[config.mk]
export PLATFORM = sky130hd
export DESIGN_NAME = biquad_iir_filter_unit
export DESIGN_NICKNAME = d
export VERILOG_FILES = /design/src/biq_pkg.sv /design/src/biq_digit_mac.sv /design/src/biquad_iir_filter_unit.sv
export SDC_FILE = /design/constraint.sdc
export NUM_CORES = 2
export LEC_CHECK = 0
export ABC_CLOCK_PERIOD_IN_PS = 12800
export BUFFER_PORTS_ARGS = -buffer_cell sky130_fd_sc_hd__buf_2
export CELL_PAD_IN_SITES_DETAIL_PLACEMENT = 1
export CELL_PAD_IN_SITES_GLOBAL_PLACEMENT = 1
export CORE_UTILIZATION = 40
export DETAILED_ROUTE_END_ITERATION = 10
export PLACE_DENSITY_LB_ADDON = 0.1
export RECOVER_POWER = 50
export SKIP_CTS_REPAIR_TIMING = 1
export SYNTH_ARGS = -nofsm -noshare
export SYNTH_HDL_FRONTEND = slang
export SYNTH_HIERARCHICAL = 1
export SYNTH_SLANG_ARGS = --single-unit
[constraint.sdc]
create_clock -name clk_i -period 12.8 [get_ports clk_i]
set_input_delay 2.56 -clock clk_i [delete_from_list [all_inputs] [get_ports clk_i]]
set_output_delay 2.56 -clock clk_i [all_outputs]
set_load 0.02 [all_outputs]
[src/biq_pkg.sv]
// Shared constants, types and register codes for the biquad filter unit.
`default_nettype none

package biq_pkg;

  // Default widths of the datapath
  localparam int SAMPLE_WIDTH_DEF = 16;
  localparam int COEF_WIDTH_DEF   = 32;
  localparam int COEF_FRAC_DEF    = 28;

  // Sample bits consumed by a multiply unit in one cycle with step set
  localparam int DIGIT_W = 4;

  // Coefficient register file
  localparam int NUM_COEFS = 5;
  localparam int CFG_IDX_W = 3;

  typedef enum logic [CFG_IDX_W-1:0] {
    COEF_A0 = 3'd0,
    COEF_A1 = 3'd1,
    COEF_A2 = 3'd2,
    COEF_B1 = 3'd3,
    COEF_B2 = 3'd4
  } coef_idx_e;

  // Control word from the sequencer to each digit-serial multiply unit
  typedef struct packed {
    logic load;   // capture a new operand, clear the product
    logic step;   // consume one digit
    logic first;  // current digit is the most significant (signed) one
  } mac_ctrl_t;

endpackage : biq_pkg

`default_nettype wire

[src/biq_digit_mac.sv]
// Digit-serial multiplier: signed operand shifted out MSB digit first.
`default_nettype none

module biq_digit_mac
  import biq_pkg::*;
#(
  parameter int OP_W   = 16,
  parameter int COEF_W = 32
) (
  input  wire  logic                      clk_i,
  input  wire  logic                      rst_ni,
  input  wire  mac_ctrl_t                 ctrl_i,
  input  wire  logic signed [OP_W-1:0]    operand_i,
  input  wire  logic signed [COEF_W-1:0]  coef_i,
  output logic signed [OP_W+COEF_W-1:0]   product_o
);

  localparam int ACC_W  = OP_W + COEF_W;
  localparam int TERM_W = COEF_W + DIGIT_W + 1;

  logic [OP_W-1:0]          shreg_q;
  logic signed [ACC_W-1:0]  acc_q;
  logic [DIGIT_W-1:0]       digit;
  logic signed [DIGIT_W:0]  digit_val;
  logic signed [TERM_W-1:0] term;

  // Top digit carries the sign, the rest are plain magnitudes
  assign digit     = shreg_q[OP_W-1 -: DIGIT_W];
  assign digit_val = ctrl_i.first ? {digit[DIGIT_W-1], digit} : {1'b0, digit};
  assign term      = TERM_W'(coef_i * digit_val);

  // Horner accumulation: acc = acc * radix + coef * digit
  always_ff @(posedge clk_i or negedge rst_ni) begin
    if (!rst_ni) begin
      shreg_q <= '0;
      acc_q   <= '0;
    end else if (ctrl_i.load) begin
      shreg_q <= operand_i;
      acc_q   <= '0;
    end else if (ctrl_i.step) begin
      shreg_q <= shreg_q << DIGIT_W;
      acc_q   <= (acc_q <<< DIGIT_W) + ACC_W'(term);
    end
  end

  assign product_o = acc_q;

endmodule : biq_digit_mac

`default_nettype wire

[src/biquad_iir_filter_unit.sv]
// Biquad IIR filter, transposed direct form II, with digit-serial multipliers.
//
// Use: samples enter on the s_axis channel (tdata = signed sample) and one
// filtered word leaves on m_axis per sample (tdata = rounded, saturated
// sample; tuser = clip flag). Coefficients a0, a1, a2, b1, b2 (signed, with
// COEF_FRAC fraction bits) are written on the cfg channel, index 0 to 4;
// any such write clears both delay states, other indexes are ignored.
// A new sample is taken only in the idle state, so each one is finished first.
// Each product is built from NDIG = ceil(SAMPLE_WIDTH/4) digits in one of
// three digit-serial units: three feed-forward products run together, then
// units 0 and 1 form the two feedback products on the output sample. The
// states run S_MUL_X, S_ROUND, S_MUL_Y, S_UPDATE, then m_axis_tvalid rises.
// Reset: coefficients return to bypass (a0 = 1.0, others 0), delays clear,
// no output is pending. A stalled receiver holds the result in the output
// register; the next sample is computed meanwhile and waits at its final
// step until the output register frees, so no word is lost.
`default_nettype none

module biquad_iir_filter_unit
  import biq_pkg::*;
#(
  parameter int SAMPLE_WIDTH = SAMPLE_WIDTH_DEF,
  parameter int COEF_WIDTH   = COEF_WIDTH_DEF,
  parameter int COEF_FRAC    = COEF_FRAC_DEF
) (
  input  wire  logic                               clk_i,
  input  wire  logic                               rst_ni,
  // Input stream
  input  wire  logic                               s_axis_tvalid,
  output logic                                     s_axis_tready,
  // tdata: [SAMPLE_WIDTH-1:0] sample_in, zero padding above
  input  wire  logic [((SAMPLE_WIDTH+7)/8)*8-1:0]  s_axis_tdata,
  // Output stream
  output logic                                     m_axis_tvalid,
  input  wire  logic                               m_axis_tready,
  // tdata: [SAMPLE_WIDTH-1:0] sample_out, zero padding above
  output logic [((SAMPLE_WIDTH+7)/8)*8-1:0]        m_axis_tdata,
  // tuser: [0] clipped
  output logic                                     m_axis_tuser,
  // Coefficient write channel
  input  wire  logic                               cfg_valid_i,
  output logic                                     cfg_ready_o,
  input  wire  logic [CFG_IDX_W-1:0]               cfg_index_i,
  input  wire  logic [COEF_WIDTH-1:0]              cfg_data_i
);

  localparam int TDATA_W = ((SAMPLE_WIDTH + 7) / 8) * 8;
  localparam int NDIG    = (SAMPLE_WIDTH + DIGIT_W - 1) / DIGIT_W;
  localparam int EXT_W   = NDIG * DIGIT_W;
  localparam int PROD_W  = EXT_W + COEF_WIDTH;
  localparam int DELAY_W = SAMPLE_WIDTH + COEF_WIDTH;
  localparam int SUM_W   = DELAY_W + 2;
  localparam int CNT_W   = (NDIG > 1) ? $clog2(NDIG) : 1;

  localparam logic [COEF_WIDTH-1:0] A0_RESET = COEF_WIDTH'(1) << COEF_FRAC;
  localparam logic signed [SUM_W-1:0] RND_HALF = SUM_W'(1) <<< (COEF_FRAC - 1);
  localparam logic signed [SUM_W-1:0] SMAX = (SUM_W'(1) <<< (SAMPLE_WIDTH - 1)) - SUM_W'(1);
  localparam logic signed [SUM_W-1:0] SMIN = ~SMAX;
  localparam logic signed [SUM_W-1:0] DMAX = (SUM_W'(1) <<< (DELAY_W - 1)) - SUM_W'(1);
  localparam logic signed [SUM_W-1:0] DMIN = ~DMAX;

  typedef enum logic [2:0] {
    S_IDLE,
    S_MUL_X,
    S_ROUND,
    S_MUL_Y,
    S_UPDATE
  } state_e;

  // Clamp a wide sum to the delay width
  function automatic logic signed [DELAY_W-1:0] sat_delay(input logic signed [SUM_W-1:0] v);
    logic signed [DELAY_W-1:0] r;
    if (v > DMAX) begin
      r = DMAX[DELAY_W-1:0];
    end else if (v < DMIN) begin
      r = DMIN[DELAY_W-1:0];
    end else begin
      r = v[DELAY_W-1:0];
    end
    return r;
  endfunction

  state_e                           state_q;
  logic [CNT_W-1:0]                 cnt_q;
  logic                             out_valid_q;
  logic signed [COEF_WIDTH-1:0]     coef_a0_q, coef_a1_q, coef_a2_q, coef_b1_q, coef_b2_q;
  logic signed [DELAY_W-1:0]        s1_q, s2_q;
  logic signed [SAMPLE_WIDTH-1:0]   y_q;
  logic                             clip_q;
  logic signed [SUM_W-1:0]          t1_q;
  logic [SAMPLE_WIDTH-1:0]          out_sample_q;
  logic                             out_clip_q;

  logic                             in_acc, cfg_acc, cfg_hit, upd_go, last_dig;
  logic signed [EXT_W-1:0]          x_ext, y_ext, op01;
  logic signed [COEF_WIDTH-1:0]     coef0, coef1;
  logic signed [PROD_W-1:0]         prod0, prod1, prod2;
  mac_ctrl_t                        ctrl01, ctrl2;
  logic signed [SUM_W-1:0]          acc_sum, acc_rnd;
  logic signed [SAMPLE_WIDTH-1:0]   y_d;
  logic                             clip_d;
  logic signed [SUM_W-1:0]          s1_sum, s2_sum;

  // Handshakes
  assign s_axis_tready = (state_q == S_IDLE);
  assign cfg_ready_o   = (state_q == S_IDLE);
  assign in_acc        = s_axis_tvalid & s_axis_tready;
  assign cfg_acc       = cfg_valid_i & cfg_ready_o;
  assign upd_go        = (state_q == S_UPDATE) & (~out_valid_q | m_axis_tready);
  assign last_dig      = (cnt_q == CNT_W'(NDIG - 1));

  // Register index decode: only the five coefficients count
  always_comb begin
    case (cfg_index_i)
      COEF_A0, COEF_A1, COEF_A2, COEF_B1, COEF_B2: cfg_hit = 1'b1;
      default:                                     cfg_hit = 1'b0;
    endcase
  end

  // Operands for the multiply units
  assign x_ext = EXT_W'($signed(s_axis_tdata[SAMPLE_WIDTH-1:0]));
  assign y_ext = EXT_W'(y_d);
  assign op01  = (state_q == S_ROUND) ? y_ext : x_ext;
  assign coef0 = (state_q == S_MUL_Y) ? coef_b1_q : coef_a0_q;
  assign coef1 = (state_q == S_MUL_Y) ? coef_b2_q : coef_a1_q;

  // Units 0 and 1 do a0/a1 then b1/b2; unit 2 does a2 and holds it
  always_comb begin
    ctrl01.load  = in_acc | (state_q == S_ROUND);
    ctrl01.step  = (state_q == S_MUL_X) | (state_q == S_MUL_Y);
    ctrl01.first = (cnt_q == '0);
    ctrl2.load   = in_acc;
    ctrl2.step   = (state_q == S_MUL_X);
    ctrl2.first  = (cnt_q == '0);
  end

  biq_digit_mac #(
    .OP_W   (EXT_W),
    .COEF_W (COEF_WIDTH)
  ) u_mac0 (
    .clk_i     (clk_i),
    .rst_ni    (rst_ni),
    .ctrl_i    (ctrl01),
    .operand_i (op01),
    .coef_i    (coef0),
    .product_o (prod0)
  );

  biq_digit_mac #(
    .OP_W   (EXT_W),
    .COEF_W (COEF_WIDTH)
  ) u_mac1 (
    .clk_i     (clk_i),
    .rst_ni    (rst_ni),
    .ctrl_i    (ctrl01),
    .operand_i (op01),
    .coef_i    (coef1),
    .product_o (prod1)
  );

  biq_digit_mac #(
    .OP_W   (EXT_W),
    .COEF_W (COEF_WIDTH)
  ) u_mac2 (
    .clk_i     (clk_i),
    .rst_ni    (rst_ni),
    .ctrl_i    (ctrl2),
    .operand_i (x_ext),
    .coef_i    (coef_a2_q),
    .product_o (prod2)
  );

  // Output: x*a0 + s1, round half up, saturate to sample range
  always_comb begin
    acc_sum = SUM_W'($signed(prod0[DELAY_W-1:0])) + SUM_W'(s1_q) + RND_HALF;
    acc_rnd = acc_sum >>> COEF_FRAC;
    if (acc_rnd > SMAX) begin
      y_d    = SMAX[SAMPLE_WIDTH-1:0];
      clip_d = 1'b1;
    end else if (acc_rnd < SMIN) begin
      y_d    = SMIN[SAMPLE_WIDTH-1:0];
      clip_d = 1'b1;
    end else begin
      y_d    = acc_rnd[SAMPLE_WIDTH-1:0];
      clip_d = 1'b0;
    end
  end

  // New delays from the feedback products
  assign s1_sum = t1_q - SUM_W'($signed(prod0[DELAY_W-1:0]));
  assign s2_sum = SUM_W'($signed(prod2[DELAY_W-1:0]))
                - SUM_W'($signed(prod1[DELAY_W-1:0]));

  // Sequencer, coefficients, delays and output valid
  always_ff @(posedge clk_i or negedge rst_ni) begin
    if (!rst_ni) begin
      state_q     <= S_IDLE;
      cnt_q       <= '0;
      out_valid_q <= 1'b0;
      coef_a0_q   <= A0_RESET;
      coef_a1_q   <= '0;
      coef_a2_q   <= '0;
      coef_b1_q   <= '0;
      coef_b2_q   <= '0;
      s1_q        <= '0;
      s2_q        <= '0;
    end else begin
      if (upd_go) begin
        out_valid_q <= 1'b1;
      end else if (m_axis_tready) begin
        out_valid_q <= 1'b0;
      end

      if (cfg_acc && cfg_hit) begin
        s1_q <= '0;
        s2_q <= '0;
        case (cfg_index_i)
          COEF_A0: coef_a0_q <= cfg_data_i;
          COEF_A1: coef_a1_q <= cfg_data_i;
          COEF_A2: coef_a2_q <= cfg_data_i;
          COEF_B1: coef_b1_q <= cfg_data_i;
          COEF_B2: coef_b2_q <= cfg_data_i;
          default: ;
        endcase
      end

      case (state_q)
        S_IDLE: begin
          cnt_q <= '0;
          if (in_acc) begin
            state_q <= S_MUL_X;
          end
        end
        S_MUL_X: begin
          cnt_q <= cnt_q + CNT_W'(1);
          if (last_dig) begin
            cnt_q   <= '0;
            state_q <= S_ROUND;
          end
        end
        S_ROUND: begin
          state_q <= S_MUL_Y;
        end
        S_MUL_Y: begin
          cnt_q <= cnt_q + CNT_W'(1);
          if (last_dig) begin
            cnt_q   <= '0;
            state_q <= S_UPDATE;
          end
        end
        S_UPDATE: begin
          if (upd_go) begin
            s1_q    <= sat_delay(s1_sum);
            s2_q    <= sat_delay(s2_sum);
            state_q <= S_IDLE;
          end
        end
        default: begin
          state_q <= S_IDLE;
        end
      endcase
    end
  end

  // Datapath holding registers
  always_ff @(posedge clk_i) begin
    if (state_q == S_ROUND) begin
      y_q    <= y_d;
      clip_q <= clip_d;
      t1_q   <= SUM_W'($signed(prod1[DELAY_W-1:0])) + SUM_W'(s2_q);
    end
    if (upd_go) begin
      out_sample_q <= y_q;
      out_clip_q   <= clip_q;
    end
  end

  assign m_axis_tvalid = out_valid_q;
  assign m_axis_tdata  = TDATA_W'(out_sample_q);
  assign m_axis_tuser  = out_clip_q;

endmodule : biquad_iir_filter_unit

`default_nettype wire

# --- After elaboration in Yosys (flattened, before gate mapping) ---
# Index checks and enable logic that the tools add are counted.
totals:
  register_bits: 538
  input_bits: 56
  wordCells: 116
op_classes:
  addsub: 9
  multipliers: 3
  n_lt_le_gt_ge: 6
  n_eq_ne: 13
  mux: 41
  bitwise: 7
  n_reduce_logical: 16
op_table:
  columns: ["operator", "count"]
  rows:
  - ["48-bit two-way mux", 16]
  - ["48-bit by 37-bit adder with 48-bit output", 3]
  - ["16-bit two-way mux", 9]
  - ["32-bit by 5-bit multiplier with 37-bit output", 3]
  - ["48-bit by 48-bit adder with 49-bit output", 2]
  - ["32-bit two-way mux", 2]
  - ["49-bit by 29-bit adder with 50-bit output, second input constant", 1]
  - ["50-bit by 48-bit > comparator with 1-bit output, second input constant", 1]
  - ["50-bit by 48-bit less-than comparator with 1-bit output, second input constant", 1]
  - ["50-bit by 48-bit subtractor with 50-bit output", 1]
  - ["49-bit by 48-bit > comparator with 1-bit output, second input constant", 1]
  - ["49-bit by 48-bit less-than comparator with 1-bit output, second input constant", 1]
  - ["48-bit by 48-bit subtractor with 49-bit output", 1]
  - ["22-bit by 16-bit > comparator with 1-bit output, second input constant", 1]
  - ["22-bit by 16-bit less-than comparator with 1-bit output, second input constant", 1]
  - ["5-bit two-way mux", 3]
  - ["3-bit one-hot mux with 5 select lines", 1]
  - ["3-bit by 2-bit == test with 1-bit output, second input constant", 4]
  - ["3-bit two-way mux", 4]
  - ["2-bit AND reduction", 5]
  - ["2-bit nonzero test", 4]
  - ["3-bit by 1-bit == test with 1-bit output, second input constant", 2]
  - ["3-bit == test, second input constant", 2]
  - ["3-bit logical NOT", 2]
  - ["15 further kinds", 24]

# --- Depth between registers and ports, before layout ---
depth:
  word_depth: 7
  depth_mapped: 25
  depth_no_buf: 24

# --- Modules after synthesis ---
# Netlist, hierarchy kept.
modules_own_cells:
  columns: ["mod", "n_inst", "cells_each", "area_each_um2"]
  rows:
  - ["biquad_iir_filter_unit", 1, 2611, 24825.1]
  - ["biq_digit_mac at u_mac0", 1, 1210, 10856.7]
  - ["biq_digit_mac at u_mac1", 1, 1202, 10845.4]
  - ["biq_digit_mac at u_mac2", 1, 1187, 10699.0]

# --- Least setup slack after synthesis ---
# Ideal clock, no wire load.
synth_timing:
  path_type: "flip-flop to flip-flop"
  from: "reg state_q[2]"
  to: "reg u_mac1.acc_q[44] (netlist: u_mac1/product_o[44])"
  setup_time_ns: 0.122
  t_arrival_ns: 6.254
  setup_slack_ns: 6.424
  path_stages_with_launch: 25
  path_cell_list: "dfrtp_1 > nand2b_1 > inv_1 > nand2_1 > clkbuf_1 > mux2_2 > or2_2 > fa_1 > fa_1 > inv_1 > fa_1 > inv_1 > fa_1 > inv_1 > ha_1 > inv_1 > fa_1 > nor2b_1 > o2111ai_1 > and3b_2 > o21ai_2 > a222oi_1 > a21boi_1 > or3_1 > a32o_1"
synth_rtl:
  columns: ["element", "line", "rtl"]
  rows:
  - ["start: declaration", "biquad_iir_filter_unit.sv:83", "state_e state_q;"]
  - ["start signal: assignment", "biquad_iir_filter_unit.sv:197", "state_q <= S_IDLE;"]
  - ["start signal: assignment", "biquad_iir_filter_unit.sv:231", "state_q <= S_MUL_X;"]
  - ["start signal: assignment", "biquad_iir_filter_unit.sv:238", "state_q <= S_ROUND;"]
  - ["end signal: assignment", "biq_digit_mac.sv:42", "acc_q <= (acc_q <<< DIGIT_W) + ACC_W'(term);"]
  - ["end: declaration", "biq_digit_mac.sv:22", "logic signed [ACC_W-1:0] acc_q;"]

==> impl_metrics.env <==
export IMPL_core_um2=142000
export IMPL_cp_arrival_ns=9.79
export IMPL_synth_edf_count=83
export IMPL_slew_headroom=-3.17
export IMPL_min_period_over_period=0.704
export IMPL_syn2layout_area_growth_pct=8.41
export IMPL_hold_viol=0
export IMPL_cts_root_buf="clkbuf_16"
export IMPL_finalMaxSlewViolations=398
export IMPL_io_buffers=75
export IMPL_drv_cap=8
export IMPL_synth_area_per_cell_um2=9.22
export IMPL_synth_simple_area_share=0.152
export IMPL_finClkSkew_ns=0.0400
export IMPL_place_gp_congestion=0.898
export IMPL_dieHeight_um=380
export IMPL_routed_top_layer="met4"
export IMPL_cp_end_kind="asynchronous set/reset pin"
export IMPL_drc=0
export IMPL_clock_sinks=537
export IMPL_clock_latency_ns=0.70
export IMPL_rsz0062_at_grt="no"
export IMPL_grt_pass1_vias=48254
export IMPL_synthArstFlopShare=0.845
export IMPL_io_pins=76
export IMPL_ys_types=116
export IMPL_pre_cts_ws_ns=4.84
export IMPL_nets=7255
export IMPL_tns_ns=0
export IMPL_num_vias=44683
export IMPL_ys_warnings_count=6
export IMPL_ys_top_cells_by_area="dfrtp_1, fa_1, ha_1"
export IMPL_placementRows=138
export IMPL_fin_crit_ns=9.01
export IMPL_hpwl_um=148000
export IMPL_syn_nets=7287
export IMPL_routed_wl_um=184000
export IMPL_syn_cell_area_um2=57200
export IMPL_worstHoldPathType="reg -> reg"
export IMPL_synth_mux_area_frac=0.0609
export IMPL_grt_remaining_overflow=0
export IMPL_synth_compound_area_frac=0.153
export IMPL_die_x_um=380
export IMPL_synth_flop_cell="dfrtp_1"
export IMPL_grt_max_degree=144
export IMPL_cts_htree_levels=3
export IMPL_worstReg2RegStart="state_q[2]"
export IMPL_synth_cells=6210
export IMPL_layout_common_cells="inv_1, ha_1, fa_1"
export IMPL_ys_ff_latch=537
export IMPL_clockBufferDepth=3
export IMPL_drt_first_pass_iters=5
export IMPL_dr_first_iter_drc_count=2200
export IMPL_worstSetupStartpoint="rst_ni"
export IMPL_wire_per_inst_um=22.6
export IMPL_yosysSeqAreaShare=0.242
export IMPL_drt_antenna_violating_nets=0
export IMPL_postLayoutSetupSlackWorst_ns=3.79
export IMPL_grt_pass1_wl_um=289000
export IMPL_tritoncts="yes"
export IMPL_yosys_area_top_type_share=0.198
export IMPL_path_max_fanout=83
export IMPL_gr_usage_all_layers=0.256
export IMPL_violations="capacitance limit, slew limit"
export IMPL_antenna_found_initial=14
export IMPL_wl_met2_um=88100
export IMPL_cts_buffers=75
export IMPL_clock_fmax_mhz=111
export IMPL_layout_drive_gt1_share=0.0898
export IMPL_viasPerCell=5.49
export IMPL_required_ns=13.58
export IMPL_clk_pin_slew_ns=0.06
export IMPL_synth_top_family_by_area="adder cells"
export IMPL_synthAdderAreaFrac=0.289
export IMPL_initial_utilization=0.404
export IMPL_synth_top_cell_by_area="dfrtp_1"
export IMPL_synth_xor_area_share=0.0364
export IMPL_wl_met3_um=5970
export IMPL_status="finished with violations"
export IMPL_wl_met1_um=85900
export IMPL_dieArea_um2=145000
export IMPL_tightest_slew_ns=6.25
export IMPL_hold_start="y_q[12]"
export IMPL_layout_commonest_cell="inv_1"
export IMPL_start_kind="input port"
export IMPL_setup_viol=0
export IMPL_criticalPathCategory="in -> async"
## logic make-up after synthesis
family | after synthesis
compound gates | 1358
fa+ha+maj | 1029
xor+xnor | 236
buf+inv | 994
simple gates | 1736
mux | 320
flops | 537
## worst max-delay path, cell delays in order
cell      delay, ns
clkbuf_1       4.26
clkbuf_1       2.00
buf_4          0.71
## metal layers
metal  track usage  up-vias
met5             0        -
met4        0.0600        0
met3        0.0260      186
met2         0.431      582
met1         0.353    22800
li1              -    21115
## path summary, 6_finish.rpt
check / endpoint / slack [ns] / depth (start not counted)
worst max-delay path: u_mac2/product_o[9] / 3.79 / 3
max in group clk_i: u_mac1/product_o[44] / 4.79 / 24
worst min-delay path: m_axis_tdata[12] / 0.42 / 0
worst min register to register: m_axis_tdata[12] / 0.42 / 0
worst max register to register: u_mac1/product_o[44] / 4.79 / 24
min in group asynchronous: u_mac0/product_o[47] / 4.19 / 1
## flip-flops by register name, indices dropped and copies added (netlist names), 2 cells and up
name and flops:
u_mac0/shreg_q 16, s1_q 48, t1_q 49, coef_a1_q 32, m_axis_tdata 16, coef_b2_q 32, coef_a2_q 32, coef_b1_q 32
coef_a0_q 32, u_mac2/shreg_q 16, s2_q 48, u_mac1/shreg_q 16, u_mac2/product_o 48, u_mac0/product_o 48, state_q 3, u_mac1/product_o 48
cnt_q 2, y_q 16
## cells in the mapped netlist, types with 73 or more instances
master / number
a21o_1: 202
nand2_1: 403
ha_1: 529
fa_1: 492
edfxtp_1: 83
nor3_1: 73
nand3_1: 126
mux2i_1: 96
inv_1: 750
xor2_1: 89
dfrtp_1: 453
clkbuf_1: 191
and2_1: 390
o21ai_0: 292
mux2_2: 224
xnor2_1: 145
nor2_1: 432
a21oi_1: 387
## stage by stage
stage | util | std cells | hold slack [ns] | cell area (um^2)
finish | 0.438 | 8135 | 0.417 | 62000
global route | 0.438 | 8129 | 0.432 | 62000
CTS | 0.438 | 8128 | 0.419 | 62100
detailed placement | 0.420 | 7991 | 0.406 | 59500
global placement | 0.420 | 7991 | 0.402 | 59500
floorplan | - | 6210 | 0.400 | 57200
## cell type report
class                      count  area [um^2]
fill                       16260        79700
multi-input combinational   4679        39600
sequential                   537        13900
inverter                     754         2840
tap                         1890         2360
clock buffer                  92         2040
timing repair buffer         131          791
clock inverter                45          548
antenna                        7         17.5
Power is not shown: default switching activity piles up to over one toggle a cycle in this logic, so the estimate is an artifact.
